### src/rtl/core/bmp3c_pkg.sv
// shared types and constants for the bmp row to three-colour pixel block
// no dependencies; imported by the front, queue, back and top modules of the block
`default_nettype none

package bmp3c_pkg;

	// configuration register indexes
	localparam logic [2:0] REG_BPP      = 3'd0;
	localparam logic [2:0] REG_WIDTH    = 3'd1;
	localparam logic [2:0] REG_HEIGHT   = 3'd2;
	localparam logic [2:0] REG_ORIGIN_X = 3'd3;
	localparam logic [2:0] REG_ORIGIN_Y = 3'd4;
	localparam logic [2:0] REG_INVERT   = 3'd5;

	// supported source depths
	localparam logic [5:0] BPP_1  = 6'd1;
	localparam logic [5:0] BPP_4  = 6'd4;
	localparam logic [5:0] BPP_8  = 6'd8;
	localparam logic [5:0] BPP_16 = 6'd16;
	localparam logic [5:0] BPP_24 = 6'd24;
	localparam logic [5:0] BPP_32 = 6'd32;

	// widest row that is ever emitted
	localparam logic [13:0] MAX_WIDTH = 14'd4096;

	// queue between front and back
	localparam int QUEUE_DEPTH = 4;

	typedef enum logic [1:0] {
		COLOR_WHITE = 2'd0,
		COLOR_BLACK = 2'd1,
		COLOR_RED   = 2'd2
	} color_t;

	// work kinds handed from front to back
	typedef enum logic [2:0] {
		OP_NONE   = 3'd0,
		OP_LOAD   = 3'd1,
		OP_INDEX1 = 3'd2,
		OP_INDEX4 = 3'd3,
		OP_INDEX8 = 3'd4,
		OP_DIRECT = 3'd5
	} op_t;

	// one queue entry: data is the palette index for a load, else the row byte
	typedef struct packed {
		op_t        op;
		logic [7:0] data;
		color_t     cls;
		logic       row_end;
	} entry_t;

	typedef struct packed {
		logic [5:0]  bpp;
		logic [12:0] width;
		logic [12:0] height;
		logic [15:0] origin_x;
		logic [15:0] origin_y;
		logic        invert;
	} cfg_t;

endpackage

`default_nettype wire

### src/rtl/core/bmp3c_ram.sv
// generic single-write, single-read ram with registered read data
// no dependencies
`default_nettype none

module bmp3c_ram #(
	parameter int WIDTH = 2,
	parameter int DEPTH = 256
) (
	input  wire logic                     clk,
	input  wire logic                     we,
	input  wire logic [$clog2(DEPTH)-1:0] waddr,
	input  wire logic [WIDTH-1:0]         wdata,
	input  wire logic                     re,
	input  wire logic [$clog2(DEPTH)-1:0] raddr,
	output logic      [WIDTH-1:0]         rdata
);

	logic [WIDTH-1:0] mem [DEPTH];

	// write port and registered read port
	always_ff @(posedge clk) begin
		if (we) begin
			mem[waddr] <= wdata;
		end
		if (re) begin
			rdata <= mem[raddr];
		end
	end

endmodule

`default_nettype wire

### src/rtl/core/bmp3c_front.sv
// front end: accepts beats, classifies palette colours, assembles direct pixels
// depends on bmp3c_pkg
`default_nettype none

module bmp3c_front import bmp3c_pkg::*; (
	input  wire logic        clk,
	input  wire logic        arst_n,
	input  wire cfg_t        cfg,
	input  wire logic        in_valid,
	output logic             in_stall,
	input  wire logic        action,
	input  wire logic [7:0]  entry_index,
	input  wire logic [23:0] entry_rgb,
	input  wire logic [7:0]  data_byte,
	input  wire logic        row_end,
	output logic             q_push,
	output entry_t           q_entry,
	input  wire logic        q_full
);

	logic [23:0] partial_q;
	logic [1:0]  bip_q;

	logic        accept;
	logic [2:0]  need;
	logic [23:0] partial_ins;
	logic        complete;
	logic [7:0]  dr, dg, db;
	op_t         op;
	color_t      cls;
	logic [23:0] partial_d;
	logic [1:0]  bip_d;

	// nearest of white, black, red by squared distance, reduced to linear tests
	function automatic color_t nearest_class(input logic [7:0] r, input logic [7:0] g,
			input logic [7:0] b);
		logic [9:0] sum;
		logic [8:0] gb;
		sum = {2'b0, r} + {2'b0, g} + {2'b0, b};
		gb  = {1'b0, g} + {1'b0, b};
		if (sum >= 10'd383 && gb >= 9'd255) begin
			return COLOR_WHITE;
		end else if (r <= 8'd127) begin
			return COLOR_BLACK;
		end
		return COLOR_RED;
	endfunction

	assign in_stall = q_full;
	assign accept   = in_valid && !q_full;

	// bytes per direct pixel
	always_comb begin
		case (cfg.bpp)
			BPP_16:  need = 3'd2;
			BPP_24:  need = 3'd3;
			BPP_32:  need = 3'd4;
			default: need = 3'd0;
		endcase
	end

	// merge the byte into the pixel being assembled
	always_comb begin
		case (bip_q)
			2'd0:    partial_ins = partial_q | {16'b0, data_byte};
			2'd1:    partial_ins = partial_q | {8'b0, data_byte, 8'b0};
			2'd2:    partial_ins = partial_q | {data_byte, 16'b0};
			default: partial_ins = partial_q;
		endcase
	end

	assign complete = (need != 3'd0) && (({1'b0, bip_q} + 3'd1) >= need);

	// channel split of the assembled pixel
	always_comb begin
		if (need == 3'd2) begin
			dr = {partial_ins[14:10], 3'b0};
			dg = {partial_ins[9:5], 3'b0};
			db = {partial_ins[4:0], 3'b0};
		end else begin
			dr = partial_ins[23:16];
			dg = partial_ins[15:8];
			db = partial_ins[7:0];
		end
	end

	// classify the beat and work out the next assembly state
	always_comb begin
		op        = OP_NONE;
		cls       = COLOR_WHITE;
		partial_d = partial_q;
		bip_d     = bip_q;
		if (!action) begin
			op  = OP_LOAD;
			cls = nearest_class(entry_rgb[23:16], entry_rgb[15:8], entry_rgb[7:0]);
		end else begin
			case (cfg.bpp)
				BPP_1:   op = OP_INDEX1;
				BPP_4:   op = OP_INDEX4;
				BPP_8:   op = OP_INDEX8;
				default: op = OP_NONE;
			endcase
			if (need != 3'd0) begin
				if (complete) begin
					op        = OP_DIRECT;
					cls       = nearest_class(dr, dg, db);
					partial_d = '0;
					bip_d     = '0;
				end else begin
					partial_d = partial_ins;
					bip_d     = bip_q + 2'd1;
				end
			end
			if (row_end) begin
				partial_d = '0;
				bip_d     = '0;
			end
		end
	end

	// queue entry
	always_comb begin
		q_entry.op      = op;
		q_entry.data    = action ? data_byte : entry_index;
		q_entry.cls     = cls;
		q_entry.row_end = action && row_end;
	end

	assign q_push = accept && (op != OP_NONE || (action && row_end));

	// pixel assembly state
	always_ff @(posedge clk or negedge arst_n) begin
		if (!arst_n) begin
			partial_q <= '0;
			bip_q     <= '0;
		end else if (accept && action) begin
			partial_q <= partial_d;
			bip_q     <= bip_d;
		end
	end

endmodule

`default_nettype wire

### src/rtl/core/bmp3c_queue.sv
// short fifo of work entries between front and back
// depends on bmp3c_pkg
`default_nettype none

module bmp3c_queue import bmp3c_pkg::*; (
	input  wire logic   clk,
	input  wire logic   arst_n,
	input  wire logic   push,
	input  wire entry_t push_entry,
	output logic        full,
	input  wire logic   pop,
	output logic        head_valid,
	output entry_t      head
);

	localparam int PTR_W = $clog2(QUEUE_DEPTH);
	localparam logic [PTR_W:0] DEPTH_CNT = (PTR_W + 1)'(QUEUE_DEPTH);

	entry_t           slots [QUEUE_DEPTH];
	logic [PTR_W-1:0] wptr_q, rptr_q;
	logic [PTR_W:0]   count_q;
	logic             do_push, do_pop;

	assign full       = (count_q == DEPTH_CNT);
	assign head_valid = (count_q != '0);
	assign head       = slots[rptr_q];
	assign do_push    = push && !full;
	assign do_pop     = pop && head_valid;

	// storage
	always_ff @(posedge clk) begin
		if (do_push) begin
			slots[wptr_q] <= push_entry;
		end
	end

	// pointers and fill level
	always_ff @(posedge clk or negedge arst_n) begin
		if (!arst_n) begin
			wptr_q  <= '0;
			rptr_q  <= '0;
			count_q <= '0;
		end else begin
			if (do_push) begin
				wptr_q <= (wptr_q == PTR_W'(QUEUE_DEPTH - 1)) ? '0 : wptr_q + 1'b1;
			end
			if (do_pop) begin
				rptr_q <= (rptr_q == PTR_W'(QUEUE_DEPTH - 1)) ? '0 : rptr_q + 1'b1;
			end
			case ({do_push, do_pop})
				2'b10:   count_q <= count_q + 1'b1;
				2'b01:   count_q <= count_q - 1'b1;
				default: count_q <= count_q;
			endcase
		end
	end

endmodule

`default_nettype wire

### src/rtl/core/bmp3c_back.sv
// back end: palette writes, pixel issue with coordinates, palette read, output register
// depends on bmp3c_pkg and bmp3c_ram
`default_nettype none

module bmp3c_back import bmp3c_pkg::*; #(
	parameter int PALETTE_DEPTH = 256
) (
	input  wire logic   clk,
	input  wire logic   arst_n,
	input  wire cfg_t   cfg,
	input  wire logic   head_valid,
	input  wire entry_t head,
	output logic        head_pop,
	output logic        out_valid,
	input  wire logic   out_stall,
	output logic [15:0] pixel_x,
	output logic [15:0] pixel_y,
	output logic [1:0]  pixel_color,
	output logic        last_of_run
);

	localparam int ADDR_W = $clog2(PALETTE_DEPTH);
	localparam logic [8:0] DEPTH_LIM = 9'(PALETTE_DEPTH);

	// issue state
	logic [12:0] col_q, row_q;
	logic [2:0]  sub_q;
	logic [PALETTE_DEPTH-1:0] pal_valid_q;

	// stage 1: waiting on palette read
	logic        s1_valid_q;
	logic [15:0] x_s1, y_s1;
	logic        last_s1, indexed_s1, inrange_s1;
	color_t      cls_s1;
	logic        rd_valid_q;
	logic [1:0]  ram_rdata;

	// output register
	logic        out_valid_q;
	logic [15:0] x_q, y_q;
	color_t      color_q;
	logic        last_q;

	logic        out_free, s1_free, issue;
	logic [2:0]  last_sub;
	logic        sub_last, has_px, indexed, emit, pix_last;
	logic [13:0] w14;
	logic [7:0]  idx;
	logic        idx_inrange, load_inrange;
	logic        ram_we, ram_re;
	logic [15:0] x_calc, y_calc;
	color_t      raw_cls, fin_cls;

	// handshake between stages
	assign out_free = !out_valid_q || !out_stall;
	assign s1_free  = !s1_valid_q || out_free;
	assign issue    = head_valid && s1_free;

	// last sub-pixel index of the head entry
	always_comb begin
		case (head.op)
			OP_INDEX1: last_sub = 3'd7;
			OP_INDEX4: last_sub = 3'd1;
			default:   last_sub = 3'd0;
		endcase
	end

	assign sub_last = (sub_q == last_sub);
	assign head_pop = issue && sub_last;
	assign indexed  = (head.op == OP_INDEX1) || (head.op == OP_INDEX4) ||
		(head.op == OP_INDEX8);
	assign has_px   = indexed || (head.op == OP_DIRECT);

	// row clipping against the clamped width
	assign w14      = ({1'b0, cfg.width} > MAX_WIDTH) ? MAX_WIDTH : {1'b0, cfg.width};
	assign emit     = has_px && ({1'b0, col_q} < w14);
	assign pix_last = sub_last || (({1'b0, col_q} + 14'd1) >= w14);

	// palette index of the current pixel
	always_comb begin
		case (head.op)
			OP_INDEX1: idx = {7'b0, head.data[3'd7 - sub_q]};
			OP_INDEX4: idx = sub_q[0] ? {4'b0, head.data[3:0]} : {4'b0, head.data[7:4]};
			default:   idx = head.data;
		endcase
	end

	assign idx_inrange  = ({1'b0, idx} < DEPTH_LIM);
	assign load_inrange = ({1'b0, head.data} < DEPTH_LIM);
	assign ram_we       = issue && (head.op == OP_LOAD) && load_inrange;
	assign ram_re       = issue && indexed && idx_inrange;

	// display coordinates, wrapping at 16 bits
	assign x_calc = cfg.origin_x + {3'b0, col_q};
	assign y_calc = cfg.origin_y + {3'b0, cfg.height} - 16'd1 - {3'b0, row_q};

	bmp3c_ram #(
		.WIDTH (2),
		.DEPTH (PALETTE_DEPTH)
	) u_palette (
		.clk   (clk),
		.we    (ram_we),
		.waddr (head.data[ADDR_W-1:0]),
		.wdata (head.cls),
		.re    (ram_re),
		.raddr (idx[ADDR_W-1:0]),
		.rdata (ram_rdata)
	);

	// entries never written read as white
	always_ff @(posedge clk or negedge arst_n) begin
		if (!arst_n) begin
			pal_valid_q <= '0;
			rd_valid_q  <= 1'b0;
		end else begin
			if (ram_we) begin
				pal_valid_q[head.data[ADDR_W-1:0]] <= 1'b1;
			end
			if (ram_re) begin
				rd_valid_q <= pal_valid_q[idx[ADDR_W-1:0]];
			end
		end
	end

	// column, row and sub-pixel counters
	always_ff @(posedge clk or negedge arst_n) begin
		if (!arst_n) begin
			col_q <= '0;
			row_q <= '0;
			sub_q <= '0;
		end else if (issue) begin
			sub_q <= sub_last ? 3'd0 : sub_q + 3'd1;
			if (sub_last && head.row_end) begin
				col_q <= '0;
				row_q <= row_q + 13'd1;
			end else if (emit) begin
				col_q <= col_q + 13'd1;
			end
		end
	end

	// stage 1 registers
	always_ff @(posedge clk or negedge arst_n) begin
		if (!arst_n) begin
			s1_valid_q <= 1'b0;
		end else if (s1_free) begin
			s1_valid_q <= issue && emit;
		end
	end

	always_ff @(posedge clk) begin
		if (issue && s1_free) begin
			x_s1       <= x_calc;
			y_s1       <= y_calc;
			last_s1    <= pix_last;
			indexed_s1 <= indexed;
			inrange_s1 <= idx_inrange;
			cls_s1     <= head.cls;
		end
	end

	// final colour with invert
	always_comb begin
		if (indexed_s1) begin
			raw_cls = (inrange_s1 && rd_valid_q) ? color_t'(ram_rdata) : COLOR_WHITE;
		end else begin
			raw_cls = cls_s1;
		end
		if (cfg.invert && raw_cls != COLOR_RED) begin
			fin_cls = color_t'({raw_cls[1], ~raw_cls[0]});
		end else begin
			fin_cls = raw_cls;
		end
	end

	// output register
	always_ff @(posedge clk or negedge arst_n) begin
		if (!arst_n) begin
			out_valid_q <= 1'b0;
		end else if (s1_valid_q && out_free) begin
			out_valid_q <= 1'b1;
		end else if (!out_stall) begin
			out_valid_q <= 1'b0;
		end
	end

	always_ff @(posedge clk) begin
		if (s1_valid_q && out_free) begin
			x_q     <= x_s1;
			y_q     <= y_s1;
			color_q <= fin_cls;
			last_q  <= last_s1;
		end
	end

	assign out_valid   = out_valid_q;
	assign pixel_x     = x_q;
	assign pixel_y     = y_q;
	assign pixel_color = color_q;
	assign last_of_run = last_q;

endmodule

`default_nettype wire

### src/rtl/core/bmp_row_to_three_color_pixels.sv
// a beat's pixels pass through the queue, the stage 1 register and the output register
// throughput: one pixel per cycle from the back end's single issue slot, unless out_stall
// holds the output; a 1 bpp byte issues eight pixels, a 4 bpp byte two; palette loads use the slot too
// reset: async, clears counters, queue and palette valid bits (palette reads white)
// depends on bmp3c_pkg, bmp3c_front, bmp3c_queue, bmp3c_back
`default_nettype none

module bmp_row_to_three_color_pixels import bmp3c_pkg::*; #(
	parameter int PALETTE_DEPTH = 256
) (
	input  wire logic               clk,
	input  wire logic               arst_n,
	input  wire logic               cfg_write,
	input  wire logic [2:0]         cfg_index,
	input  wire logic [15:0]        cfg_data,
	input  wire logic               in_valid,
	output logic                    in_stall,
	input  wire logic               action,
	input  wire logic [7:0]         entry_index,
	input  wire logic [23:0]        entry_rgb,
	input  wire logic [7:0]         data_byte,
	input  wire logic               row_end,
	output logic                    out_valid,
	input  wire logic               out_stall,
	output logic signed [15:0]      pixel_x,
	output logic signed [15:0]      pixel_y,
	output logic        [1:0]       pixel_color,
	output logic                    last_of_run
);

	cfg_t   cfg_q;
	logic   q_push, q_full, q_pop, head_valid;
	entry_t q_entry, head;
	logic [15:0] x_raw, y_raw;

	// configuration registers
	always_ff @(posedge clk or negedge arst_n) begin
		if (!arst_n) begin
			cfg_q.bpp      <= BPP_24;
			cfg_q.width    <= '0;
			cfg_q.height   <= '0;
			cfg_q.origin_x <= '0;
			cfg_q.origin_y <= '0;
			cfg_q.invert   <= 1'b0;
		end else if (cfg_write) begin
			case (cfg_index)
				REG_BPP:      cfg_q.bpp      <= cfg_data[5:0];
				REG_WIDTH:    cfg_q.width    <= cfg_data[12:0];
				REG_HEIGHT:   cfg_q.height   <= cfg_data[12:0];
				REG_ORIGIN_X: cfg_q.origin_x <= cfg_data;
				REG_ORIGIN_Y: cfg_q.origin_y <= cfg_data;
				REG_INVERT:   cfg_q.invert   <= cfg_data[0];
				default:      cfg_q          <= cfg_q;
			endcase
		end
	end

	bmp3c_front u_front (
		.clk         (clk),
		.arst_n      (arst_n),
		.cfg         (cfg_q),
		.in_valid    (in_valid),
		.in_stall    (in_stall),
		.action      (action),
		.entry_index (entry_index),
		.entry_rgb   (entry_rgb),
		.data_byte   (data_byte),
		.row_end     (row_end),
		.q_push      (q_push),
		.q_entry     (q_entry),
		.q_full      (q_full)
	);

	bmp3c_queue u_queue (
		.clk        (clk),
		.arst_n     (arst_n),
		.push       (q_push),
		.push_entry (q_entry),
		.full       (q_full),
		.pop        (q_pop),
		.head_valid (head_valid),
		.head       (head)
	);

	bmp3c_back #(
		.PALETTE_DEPTH (PALETTE_DEPTH)
	) u_back (
		.clk         (clk),
		.arst_n      (arst_n),
		.cfg         (cfg_q),
		.head_valid  (head_valid),
		.head        (head),
		.head_pop    (q_pop),
		.out_valid   (out_valid),
		.out_stall   (out_stall),
		.pixel_x     (x_raw),
		.pixel_y     (y_raw),
		.pixel_color (pixel_color),
		.last_of_run (last_of_run)
	);

	assign pixel_x = signed'(x_raw);
	assign pixel_y = signed'(y_raw);

endmodule

`default_nettype wire

### config.mk
export PLATFORM = sky130hd
export DESIGN_NAME = bmp_row_to_three_color_pixels
export DESIGN_NICKNAME = d
export VERILOG_FILES = /design/src/rtl/core/bmp3c_pkg.sv /design/src/rtl/core/bmp3c_ram.sv /design/src/rtl/core/bmp3c_front.sv /design/src/rtl/core/bmp3c_queue.sv /design/src/rtl/core/bmp3c_back.sv /design/src/rtl/core/bmp_row_to_three_color_pixels.sv
export SDC_FILE = /design/constraint.sdc
export NUM_CORES = 2
export LEC_CHECK = 0
export BUFFER_PORTS_ARGS = -buffer_cell sky130_fd_sc_hd__buf_2
export CELL_PAD_IN_SITES_DETAIL_PLACEMENT = 0
export CELL_PAD_IN_SITES_GLOBAL_PLACEMENT = 1
export CORE_ASPECT_RATIO = 0.75
export CORE_MARGIN = 4
export CORE_UTILIZATION = 50
export CTS_BUF_LIST = sky130_fd_sc_hd__clkbuf_8
export CTS_CLUSTER_DIAMETER = 120
export DETAILED_ROUTE_END_ITERATION = 7
export PLACE_DENSITY_LB_ADDON = 0.1
export SETUP_SLACK_MARGIN = 0.15
export SLEW_MARGIN = 20
export SYNTH_ARGS = -nofsm -noshare
export SYNTH_HDL_FRONTEND = slang
export SYNTH_SLANG_ARGS = --single-unit
### constraint.sdc
create_clock -name clk -period 11.6 [get_ports clk]
set_input_delay 2.32 -clock clk [delete_from_list [all_inputs] [get_ports clk]]
set_output_delay 2.32 -clock clk [all_outputs]
set_load 0.02 [all_outputs]
# After elaboration in Yosys (flattened, before gate mapping)

Memories as Yosys holds them, arrays and structs flattened. A register that Yosys moved wholly into a read port is not among the register bits.
Index checks and enable logic that the tools add are counted.

Bitwise logic cells: 5
Order comparisons: 14
Equality and inequality tests: 27
Muxes and demuxes: 58
Reduce and logical (&&, ||, !) cells: 48
$add $sub $neg: 21

Operators with widths:

| operator                | count |
|---|---|
| $or A256 B256 Y256      | 1 |
| $mux W24                | 3 |
| $pmux W24 S3            | 1 |
| $mux W13                | 3 |
| $add A8 B8 Y9           | 4 |
| $add A16 B13 Y16        | 2 |
| $mux W2                 | 16 |
| $mux W8                 | 4 |
| $add A13 B1 Y13 const B | 2 |
| $or A24 B16 Y24         | 1 |
| $or A24 B24 Y24         | 1 |
| $or A24 B8 Y24          | 1 |
| $add A10 B8 Y10         | 2 |
| $ge A10 B9 Y1 const B   | 2 |
| $logic_and A1 B1 Y1     | 20 |
| $ge A9 B8 Y1 const B    | 2 |
| $lt A8 B9 Y1 const B    | 2 |
| $mux W1                 | 18 |
| $pmux W3 S3             | 2 |
| $le A8 B7 Y1 const B    | 2 |
| $pmux W8 S2             | 1 |
| $reduce_and A2 Y1       | 8 |
| $sub A16 B1 Y16 const B | 1 |
| $sub A16 B13 Y16        | 1 |
| other kinds (39)        | 73 |

Output and inout port bits: 37
Logic and storage cells: 202
RAM bits: 568
Memories kept: 2
Flip-flop bits (word level): 457
Input port bits: 66

Memory list:

| memory               | words | bits a word | read ports | clocked after Yosys merged registers in | write ports | RTL line          | text |
|---|---|---|---|---|---|---|---|
| u_back.u_palette.mem | 256   | 2           | 1          | 1                                       | 1           | bmp3c_ram.sv:18   | `logic [WIDTH-1:0] mem [DEPTH];` |
| u_queue.slots        | 4     | 14          | 1          | 0                                       | 1           | bmp3c_queue.sv:19 | `entry_t slots [QUEUE_DEPTH];` |

# Longest topological paths before layout

Depth after elaboration: 16
Gate-level depth with buffers: 26
Mapped depth without buffers: 24

# Modules after synthesis

From an unflattened synthesis, not the netlist that was laid out.

Cells, all modules: 3426
Area, all modules: 47326.6 sq um

Modules (own cells, without submodules):

| module                        | instances | seq. area each (sq um) | area an instance (sq um) | cells an instance |
|---|---|---|---|---|
| bmp3c_ram                     | 1         | 15434.8                | 21401.8                  | 1242 |
| bmp3c_back                    | 1         | 9339.0                 | 17395.4                  | 1497 |
| bmp3c_front                   | 1         | 650.6                  | 3528.4                   | 433 |
| bmp3c_queue                   | 1         | 1856.8                 | 2521.2                   | 113 |
| bmp_row_to_three_color_pixels | 1         | 1629.1                 | 2479.9                   | 141 |

# Worst setup path before layout

OpenSTA, ideal clock, no wires.

Path kind: in2reg
Start: input data_byte[0]
End: memory u_queue.slots[0][1] (netlist bit) (data pin)
Stages: 20
Required time: 11.334 ns
Library setup time: 0.266 ns
Data arrival time: 5.842 ns
Buffers on the path: 0
Slack: 5.492 ns
Cells stage by stage: nor2b_1 > o22ai_1 > nor2_1 > ha_1 > inv_1 > fa_1 > inv_1 > maj3_1 > a31oi_1 > o21bai_1 > a21oi_1 > xnor2_1 > ha_1 > xor2_1 > or4_1 > and3_1 > o21ai_0 > o211ai_1 > or2_1 > a32o_1

RTL lines:

| element     | RTL line                            | text |
|---|---|---|
| from (decl) | bmp_row_to_three_color_pixels.sv:21 | `input wire logic [7:0] data_byte,` |
| to (decl)   | bmp3c_queue.sv:19                   |  |

# Worst setup path in the final report

Start: register u_queue.rptr_q[0]
End: register u_back.u_palette.rdata[0] (read register of u_back.u_palette.mem) (data pin)

Cells in the longest elaborated chain, start to end: 5

RTL lines:

| element                                                             | RTL line          | text |
|---|---|---|
| from (decl)                                                         | bmp3c_queue.sv:20 | `logic [PTR_W-1:0] wptr_q, rptr_q;` |
| from (signal assigned)                                              | bmp3c_queue.sv:48 | `rptr_q <= (rptr_q == PTR_W'(QUEUE_DEPTH - 1)) ? '0 : rptr_q + 1'b1;` |
| $mem_v2 Z4 W14 (*)                                                  | -                 |  |
| parallel branches: the longest is 4 deep, another holds $pmux W8 S2 | -                 |  |
| to (decl)                                                           | bmp3c_ram.sv:15   | `output logic [WIDTH-1:0] rdata` |

Every way passes the cells marked *. The select of a mux whose other input is x is not followed.
A chain may end at the register's enable or synchronous reset.

==> metrics.csv <==
metric,value,unit
number of buffers inserted by hold repair at cts,0,
number of rows in the core area,96,
total standard cell area after synthesis,46600,um^2
first-pass GRT wire length,195000,um
combinational family with the most area after synthesis,simple AND/OR/NAND/NOR gates,
area share of fa/ha/maj cells after synthesis,4.14,%
"IR drop worst, VDD",0.556,mV
number of gates resized after CTS,0,
buffer type at the clock tree root,sky130_fd_sc_hd__clkbuf_8,
Syn. warnings,0,
post-route fraction of the period consumed by the critical path,52.3,%
via count of the first global-routing pass,30900,
"Net count, final",4368,
Post-synth EDFFs,641,
Clock Latency Late Sink,0.86,ns
fraction of the mapped netlist area in compound gates,7.81,%
Port Buffers,102,
hold_sp,u_back.x_s1[9],
area growth from synthesis to layout,9.99,%
worst flop-to-flop path startpoint,u_queue.rptr_q[0],
run status,completed,
area enclosed by the die boundary,98300,um^2
setup repair after global routing missed its margin,false,
signal arrival time at the worst endpoint,6.77,ns
placeable core region,92000,um^2
upper clock frequency limit,165,MHz
ys flop type,sky130_fd_sc_hd__edfxtp_1,
Placer Congestion,0.842,
clock-pin slew of the registers on the worst-case setup and hold paths,0.07,ns
syn_area_per_cell,11.5,um^2
maximum number of pins on one net before global-route repair,155,
Critical Path Start,u_queue.rptr_q[0],
Leakage,0.0214,uW
xor-xnor portion of the synthesized cell area,1.43,%
worst slew slack as a fraction of its limit,20.9,%
CTS tree,done,
DRC Markers,0,
measured slew at the worst slew-check pin,1.18,ns
"wirelength, routed",128000,um
Crit path largest cell delay,0.93,ns
crit path kind,flip-flop to flip-flop,
number of nets with antenna violations after routing,0,
fraction of the yosys area taken by sequential cells,62.0,%
Max-cap violations,0,
"CP delay by family, top",simple AND/OR/NAND/NOR gates,
Max Fanout on Critical Path,34,
H-Tree Level Count,4,
Sink Count,1027,
kind of start point of the critical path,flip-flop,
average wire per cell in the routed design,23.1,um
global-route total usage across every layer,26.1,%
mux contribution to synthesized area,3.90,%
Via Count,31500,
power consumption,15700,uW
number of buffers added by the clock tree synthesis step,161,
number of synthesized register bits,1027,
die width,361,um
Initial Utilization,50.7,%
number of antenna violations at the first check in global routing,1,
nets in the synthesized netlist,4270,
worst path bufs/invs,2,
fraction of final layout cells sized beyond drive strength 1,16.7,%
"share of synthesized cell area in and, or, nand and nor gates",17.6,%
endpoints failing hold,0,
DP HPWL,76200,um
Post-Route Skew,0.0291,ns
cells after synthesis,4067,
final setup vio count,0,
Iteration-0 DRC Markers,3102,
Post-Route Setup TNS,0,ns
vertical extent of the die,273,um
CTS Buffer Depth,3,
async set-or-reset flop fraction in the synthesized netlist,37.6,%
required time of the critical path,12.31,ns
total global routing overflow,0,
post-layout min period,6.06,ns
Power Dens Cells,306,nW/um^2
Tightest Hold Check Type,flip-flop to flip-flop,
vias per std cell,5.69,
CP Cell Sequence,mux4_2 > nand2b_1 > nor3_1 > or2_2 > buf_4 > nand2_2 > buf_4 > a21oi_1 > or3_1 > a31oi_1 > nor4_1 > a31o_2 > o22ai_1 > a31oi_1,
detailed-routing iteration count for the pre-antenna-repair pass,8,
CP max stage cell,sky130_fd_sc_hd__nor4_1,
post-synth cell types,73,
endpoint type of the worst setup path,flip-flop,
Final Max Tran Viols,0,
Post-CTS Repair Setup Buffers,0,
Top-Level Pins,103,
==> routing by layer <==
layer  wire length [um]  vias to the layer above  GRT usage [%]
met1              61400                    15600           40.4
met2              53400                     1080           36.8
li1                   -                    14600              -
met3               9930                      184           5.89
met5                  0                        -              0
met4               2720                        0           7.73
==> layout make-up <==
| cell class | count | area, um^2 |
|---|---|---|
| clock inverters | 116 | 541 |
| clock buffers | 184 | 2530 |
| well taps | 1225 | 1530 |
| fillers | 8072 | 40700 |
| diodes | 2 | 5.00 |
| repair buffers | 143 | 895 |
| inverters | 124 | 465 |
| multi-input cells | 2708 | 16400 |
| flip-flops and latches | 1027 | 28900 |
==> power by group <==
group	total [uW]	switching [uW]	internal (uW)
combinational	7620	5340	2280
sequential	5130	279	4860
clock	2950	1440	1510
total	15700	7070	8640
==> registers in the layout (all words and copies together), names as in the netlist, 3 cells and up <==
register / flops
cfg_q: 65
u_back.sub_q: 3
u_back.row_q: 13
u_back.y_s1: 16
u_back.col_q: 13
u_back.u_palette.mem: 512
u_back.pixel_x: 16
u_front.partial_q: 24
u_queue.count_q: 3
u_queue.slots: 56
u_back.pixel_y: 16
u_back.x_s1: 16
u_back.pal_valid_q: 256
==> path summary, 6_finish.rpt <==
check                      cells after the start                        end  slack [ns]
max                                           14  u_back.u_palette.rdata[0]        5.54
min                                            0          u_back.pixel_x[9]        0.41
max reg2reg                                   14  u_back.u_palette.rdata[0]        5.54
min reg2reg                                    0          u_back.pixel_x[9]        0.41
max in group asynchronous                      3       u_front.partial_q[2]        7.99
min in group asynchronous                      1                  cfg_q[14]        1.45
==> metrics by stage <==
stage	std cells	setup slack [ns]	utilization, %	hold WS, ns	area (um^2)
global route	5528	5.26	55.8	0.414	51300
finish	5529	5.54	55.8	0.413	51300
global placement	5227	5.01	52.4	0.401	48200
CTS	5527	5.40	55.8	0.413	51300
floorplan	4067	5.49	-	0.400	46600
detailed placement	5227	5.00	52.4	0.405	48200
==> cells in the mapped netlist, types with 22 or more instances <==
cell type,number,area (um^2)
sky130_fd_sc_hd__nor2_1,344,1290
sky130_fd_sc_hd__nand3_1,228,1140
sky130_fd_sc_hd__mux2i_1,59,591
sky130_fd_sc_hd__xor2_1,29,254
sky130_fd_sc_hd__a311oi_1,37,324
sky130_fd_sc_hd__fa_1,22,440
sky130_fd_sc_hd__nor3_1,26,130
sky130_fd_sc_hd__xnor2_1,47,412
sky130_fd_sc_hd__nor2b_1,28,175
sky130_fd_sc_hd__o221ai_1,23,201
sky130_fd_sc_hd__buf_2,52,260
sky130_fd_sc_hd__or2_2,260,1630
sky130_fd_sc_hd__mux4_2,28,631
sky130_fd_sc_hd__and3_1,63,394
sky130_fd_sc_hd__ha_1,115,1440
sky130_fd_sc_hd__mux2_2,53,597
sky130_fd_sc_hd__clkbuf_1,114,428
sky130_fd_sc_hd__a31oi_1,54,338
sky130_fd_sc_hd__nand2_1,752,2820
sky130_fd_sc_hd__o22ai_1,22,138
sky130_fd_sc_hd__a21oi_1,151,756
sky130_fd_sc_hd__edfxtp_1,641,19200
sky130_fd_sc_hd__o21ai_0,106,531
sky130_fd_sc_hd__dfrtp_1,384,9610
sky130_fd_sc_hd__inv_1,124,465
==> logic make-up after synthesis <==
family | count (synthesis)
XOR/XNOR | 76
AO/OA/AOI/OAI | 557
flip-flops | 1027
multiplexers | 140
buffers and inverters | 332
adder cells (fa/ha/maj) | 142
AND/OR/NAND/NOR | 1793
==> layout by cell type (no fill, tap or decap), types with 9 or more instances in the layout <==
master                     count
sky130_fd_sc_hd__nor3_1       25
sky130_fd_sc_hd__nor4_1       15
sky130_fd_sc_hd__a31oi_1      54
sky130_fd_sc_hd__nand2_1     738
sky130_fd_sc_hd__fa_1         22
sky130_fd_sc_hd__nor2_1      342
sky130_fd_sc_hd__nand3_1     228
sky130_fd_sc_hd__o22ai_1      22
sky130_fd_sc_hd__inv_1       204
sky130_fd_sc_hd__xor2_1       29
sky130_fd_sc_hd__o21a_1       18
sky130_fd_sc_hd__ha_1        115
sky130_fd_sc_hd__clkinv_2      9
sky130_fd_sc_hd__o21bai_1     10
sky130_fd_sc_hd__dfrtp_1     383
sky130_fd_sc_hd__and3_1       63
sky130_fd_sc_hd__nor2b_1      28
sky130_fd_sc_hd__a21o_1       20
sky130_fd_sc_hd__mux2_2       53
sky130_fd_sc_hd__buf_2       101
sky130_fd_sc_hd__mux4_2       26
sky130_fd_sc_hd__a22o_1       20
sky130_fd_sc_hd__nand2_2      14
sky130_fd_sc_hd__or3_1        13
sky130_fd_sc_hd__or2_2       260
sky130_fd_sc_hd__clkinv_1     20
sky130_fd_sc_hd__o221ai_1     22
sky130_fd_sc_hd__a311oi_1     37
sky130_fd_sc_hd__and2_1       18
sky130_fd_sc_hd__a32o_1       10
sky130_fd_sc_hd__nand2b_1     12
sky130_fd_sc_hd__edfxtp_1    641
sky130_fd_sc_hd__o21ai_0     106
sky130_fd_sc_hd__clkbuf_8    184
sky130_fd_sc_hd__mux2i_1      59
sky130_fd_sc_hd__xnor2_1      47
sky130_fd_sc_hd__buf_4        35
sky130_fd_sc_hd__a21oi_1     150
sky130_fd_sc_hd__a21boi_0     11
==> worst reg2reg max path: cells and delay by family, from the launching register on <==
family                 cells  cell delay (ns)
buffers and inverters      2             0.98
muxes                      1             0.64
AOI/OAI and AO/OA          5             0.78
DFF                        1             0.70
and+or+nand+nor            6             2.82
Power figures use the tool's default switching activity.
